### src/hw/rtl/grwf_pkg.sv
// shared types and constants for the gradient ratio weather filter
package grwf_pkg;

  localparam int MaxWidth = 512;
  localparam int MaxHeight = 1024;
  localparam int FracBits = 15;
  localparam int ColW = $clog2(MaxWidth);
  localparam int RowW = $clog2(MaxHeight);
  localparam int GW = 16;
  localparam int AddrW = 3;
  localparam int QDepth = 4;
  localparam int QPtrW = $clog2(QDepth);
  // one quotient bit per fraction bit, the remainder starts at the difference
  localparam int DivSteps = FracBits;

  typedef enum logic [AddrW-1:0] {
    RegWidth   = 3'd0,
    RegHeight  = 3'd1,
    RegLim37   = 3'd2,
    RegLim22   = 3'd3,
    RegWeather = 3'd4,
    RegBad     = 3'd5
  } reg_idx_e;

  typedef struct packed {
    logic [15:0] t19;
    logic [15:0] t22;
    logic [15:0] t37;
    logic [7:0]  conc;
    logic [RowW-1:0] row;
    logic [ColW-1:0] col;
    logic        has_prev;
    logic        is_last_row;
  } job_t;

  typedef struct packed {
    logic [7:0]  conc;
    logic [RowW-1:0] row;
    logic [ColW-1:0] col;
    logic [1:0]  c37;
    logic        c22;
    logic        last;
  } res_t;

  typedef enum logic [1:0] {
    BkIdle = 2'd0,
    BkDiv  = 2'd1,
    BkRead = 2'd2,
    BkOut  = 2'd3
  } bk_state_e;

endpackage

### src/hw/rtl/grwf_front.sv
// front end: position tracking, item classification and job queue
module grwf_front (
  input  logic                        clk_i,
  input  logic                        rst_ni,
  input  logic                        in_valid_i,
  output logic                        in_ready_o,
  input  logic [55:0]                 in_data_i,
  input  logic                        frame_start_i,
  input  logic [9:0]                  width_i,
  input  logic [10:0]                 height_i,
  output logic                        job_valid_o,
  input  logic                        job_ready_i,
  output grwf_pkg::job_t              job_o
);
  logic [grwf_pkg::ColW:0] w_eff;
  logic [grwf_pkg::RowW:0] h_eff;
  logic [grwf_pkg::ColW:0] col_q, col_d, c;
  logic [grwf_pkg::RowW:0] row_q, row_d, r;
  logic [grwf_pkg::ColW:0] cn;
  logic [grwf_pkg::RowW:0] rn;
  grwf_pkg::job_t q_mem [grwf_pkg::QDepth];
  grwf_pkg::job_t job_new;
  logic [grwf_pkg::QPtrW-1:0] wp_q, rp_q;
  logic [grwf_pkg::QPtrW:0] cnt_q;
  logic acc, pop;

  always_comb begin
    w_eff = (width_i < 10'd3) ? (grwf_pkg::ColW+1)'(3) :
            (width_i > 10'(grwf_pkg::MaxWidth)) ? (grwf_pkg::ColW+1)'(grwf_pkg::MaxWidth) :
            (grwf_pkg::ColW+1)'(width_i);
    h_eff = (height_i < 11'd3) ? (grwf_pkg::RowW+1)'(3) :
            (height_i > 11'(grwf_pkg::MaxHeight)) ? (grwf_pkg::RowW+1)'(grwf_pkg::MaxHeight) :
            (grwf_pkg::RowW+1)'(height_i);
    r = row_q;
    c = col_q;
    if (frame_start_i) begin
      r = '0;
      c = '0;
    end
    if (c >= w_eff) begin
      c = '0;
      r = r + 1'b1;
    end
    if (r >= h_eff) begin
      r = '0;
    end
    cn = c + 1'b1;
    rn = r;
    if (cn >= w_eff) begin
      cn = '0;
      rn = r + 1'b1;
      if (rn >= h_eff) begin
        rn = '0;
      end
    end
    col_d = cn;
    row_d = rn;
    job_new.t19 = in_data_i[15:0];
    job_new.t22 = in_data_i[31:16];
    job_new.t37 = in_data_i[47:32];
    job_new.conc = in_data_i[55:48];
    job_new.row = r[grwf_pkg::RowW-1:0];
    job_new.col = c[grwf_pkg::ColW-1:0];
    job_new.has_prev = (r != '0);
    job_new.is_last_row = (r + 1'b1 == h_eff);
  end

  assign in_ready_o = (cnt_q != (grwf_pkg::QPtrW+1)'(grwf_pkg::QDepth));
  assign acc = in_valid_i && in_ready_o;
  assign job_valid_o = (cnt_q != '0);
  assign pop = job_valid_o && job_ready_i;
  assign job_o = q_mem[rp_q];

  always_ff @(posedge clk_i or negedge rst_ni) begin
    if (!rst_ni) begin
      col_q <= '0;
      row_q <= '0;
      wp_q <= '0;
      rp_q <= '0;
      cnt_q <= '0;
    end else begin
      if (acc) begin
        col_q <= col_d;
        row_q <= row_d;
        wp_q <= wp_q + 1'b1;
      end
      if (pop) begin
        rp_q <= rp_q + 1'b1;
      end
      cnt_q <= cnt_q + (grwf_pkg::QPtrW+1)'(acc) - (grwf_pkg::QPtrW+1)'(pop);
    end
  end

  always_ff @(posedge clk_i) begin
    if (acc) begin
      q_mem[wp_q] <= job_new;
    end
  end
endmodule

### config.mk
export PLATFORM = sky130hd
export DESIGN_NAME = grwf_front
export DESIGN_NICKNAME = d
export VERILOG_FILES = /design/src/hw/rtl/grwf_pkg.sv /design/src/hw/rtl/grwf_front.sv
export SDC_FILE = /design/constraint.sdc
export NUM_CORES = 1
export LEC_CHECK = 0
export BUFFER_PORTS_ARGS = -buffer_cell sky130_fd_sc_hd__buf_2
export CORE_MARGIN = 10
export CORE_UTILIZATION = 53
export CTS_CLUSTER_DIAMETER = 40
export DETAILED_ROUTE_END_ITERATION = 10
export PLACE_DENSITY = 0.76
export SETUP_SLACK_MARGIN = 0.4
export SYNTH_ARGS = -nofsm -noshare
export SYNTH_HDL_FRONTEND = slang
export SYNTH_SLANG_ARGS = --single-unit
### constraint.sdc
create_clock -name clk_i -period 5.9 [get_ports clk_i]
set_input_delay 1.18 -clock clk_i [delete_from_list [all_inputs] [get_ports clk_i]]
set_output_delay 1.18 -clock clk_i [all_outputs]
set_load 0.02 [all_outputs]
==> flow_metrics.tcl <==
set metrics [dict create \
    status "finished, violations left" \
    violations "setup timing" \
    pre_cts_ws_ps -1520 \
    finalInstanceArea_sq_mm 0.0189 \
    grt_pass1_vias 9451 \
    power.density_mw_per_mm2 459 \
    die_w_um 186 \
    netlist-cell-type-count 70 \
    cp-end-kind "flop" \
    htree_levels 2 \
    cts_tree "yes" \
    pwr-share-comb 0.326 \
    min_path_type "reg2reg" \
    rsz0062_at_grt "yes" \
    fin_crit_sh 1.14 \
    power.switching_mw 2.87 \
    async_flop_share 0.0833 \
    max_freq_ghz 0.148 \
    io_pins 161 \
    synth_area_per_cell_sq_um 17.4 \
    p_leak_nw 7.23 \
    yosysWarningCount 0 \
    max_stage_delay_ps 540 \
    yosysTopAreaCell "edfxtp_1" \
    vias_per_cell 5.74 \
    finalPower_mw 8.67 \
    worst-path-max-fanout 7 \
    hold_buffers 0 \
    synth-main-ff-cell "edfxtp_1" \
    relSlewSlack 0.454 \
    gp_congestion 0.936 \
    clkSinkCount 336 \
    finalMaxSlewViolations 0 \
    grt_first_pass_wirelength_mm 51.9 \
    holdWs_ps 499 \
    cp.arrival_ps 7200 \
    wire_per_inst_um 21.7 \
    placed_cell_area_sq_mm 0.0168 \
    pwr-share-clk 0.278 \
    synth_nets 971 \
    synth_edf_count 308 \
    hold_violations 0 \
    grt.total_usage 0.194 \
    clock_path_buffers 3 \
    dr.pass1.iters 5 \
    overflow 0 \
    antenna_left 0 \
    drt_iter0_drc 674 \
    antenna_found_initial 1 \
    instances_no_fill 1551 \
    num_vias 8896 \
    hpwl_mm 22.1 \
    required_ps 6350 \
    nets 1313 \
    cts_made_buffers 40 \
    syn_inst 836 \
    skew_ps 11.2 \
    setup_viol 15 \
    netlist_area_sq_mm 0.0145 \
    insertion_delay_ps 520 \
    dp_cells 1433 \
    root_buffer "clkbuf_16" \
    grt_max_degree 47 \
    vdd.ir_drop.worst_mv 0.280 \
    fin_tns_setup_ps -9830 \
    period_needed_ps 6750 \
    ys_ff_latch 336 \
    area_growth_pct 29.8 \
    clk_pin_slew_ps 60 \
    drive_gt1_frac 0.467 \
    core_area_sq_mm 0.0270 \
    p_int_mw 5.80 \
    ys_seq_area_frac 0.684 \
    cap_violations 0 \
    netlist.area_leader.share 0.636 \
    drc 0 \
    slowest_stage "or4_4" \
    layout_common_cells "edfxtp_1 (308), buf_2 (158), buf_4 (155)" \
    die_h_um 186 \
    layout_commonest_cell "edfxtp_1" \
    worstMarginPinSlew_ps 819 \
    swShare 0.331 \
    portBuffers 160 \
    p_seq_frac 0.396 \
    dieArea_sq_mm 0.0345 \
    routed_wl_mm 33.7 \
    synth.area.top_cells "edfxtp_1 (64%), mux4_2 (12%), dfrtp_1 (4.8%)" \
    nFillCells 1696 \
    worstSetupPathType "in2reg" \
    cp_common_cell "ha_1" \
    worstSetupStartpointType "input port" \
    timing.final.ws_setup_ps -850 \
    initial_core_util 0.540 \
    rows 60 \
    final_util 0.701 \
]
power by group through the flow:
stage / clock, mW / combinational (mW) / sequential [mW]
after global placement: 0 / 2.72 / 3.46
after floorplan: 0 / 1.93 / 3.31
final: 2.41 / 2.83 / 3.44
after CTS: 2.45 / 2.86 / 3.44
after global routing: 2.56 / 3.04 / 3.49
after detailed placement: 0 / 2.76 / 3.49
flip-flops by register name, summed over array words and instances, names as in the netlist:
register,cells
rp_q,2
q_mem,308
col_q,10
wp_q,2
cnt_q,3
row_q,11
critical path: cells and delay by family:
family          cells  cell delay [ps]
compound gates      8             1640
simple gates       15             2530
fa+ha+maj           4              930
xor+xnor            2              450
buf+inv             4              450
kinds of logic after synthesis:
kind of cell / count (synthesis) / synth area share
buffers and inverters: 49 / 0.0127
AOI/OAI and AO/OA: 91 / 0.0460
xor gates and xnor gates: 30 / 0.0181
DFF: 336 / 0.684
and+or+nand+nor: 197 / 0.0717
muxes: 80 / 0.121
adders and majority gates: 53 / 0.0461
per-layer routing:
layer / share of wire / global-route usage / vias to the layer above
met5: 0 / 0 / -
met4: 0.024 / 0.0577 / 0
met2: 0.50 / 0.327 / 287
met1: 0.42 / 0.251 / 4502
met3: 0.058 / 0.0349 / 73
li1: - / - / 4034
path summary, 6_finish.rpt:
check | start | end | slack (ps) | cells after the start
worst min register to register | cnt_q[2] | cnt_q[2] | 500 | 1
worst min-delay path | cnt_q[2] | cnt_q[2] | 500 | 1
worst max-delay path | width_i[8] | row_q[5] | -850 | 33
min in group asynchronous | rst_ni | row_q[0] | 700 | 1
max in group asynchronous | rst_ni | rp_q[0] | 4670 | 1
worst max register to register | col_q[8] | row_q[5] | -10 | 29
final cells by class:
cell class | count | area (sq um) | share of cell area
Sequential cell | 336 | 9960 | 0.527
Multi-Input combinational cell | 451 | 4900 | 0.260
Timing Repair Buffer | 333 | 2190 | 0.116
Clock buffer | 52 | 1090 | 0.0576
Tap cell | 341 | 427 | 0.0226
Clock inverter | 21 | 258 | 0.0136
Inverter | 16 | 62.6 | 0.00331
Antenna cell | 1 | 2.50 | 0.000132
synth_stat cells, drive strengths merged, types with 4 or more instances:
cell type / instances
edfxtp: 308
mux4: 77
nand2: 54
ha: 52
nor2: 43
dfrtp: 28
clkbuf: 23
o21ai: 23
a21oi: 15
nor2b: 15
xnor2: 15
xor2: 15
inv: 14
nand3: 14
and3: 11
buf: 10
nand2b: 10
nor3: 10
a21o: 9
and2: 9
nand4: 7
nor4: 6
o31ai: 6
nand3b: 5
a211oi: 4
or3: 4
timing repair:
action / CTS / global route
gates resized for setup: 56 / 24
endpoints found under the setup margin: 29 / 29
buffers inserted: 36 / 8
pin swaps: 53 / 28
Note: power is estimated with default switching activity, not from simulation.
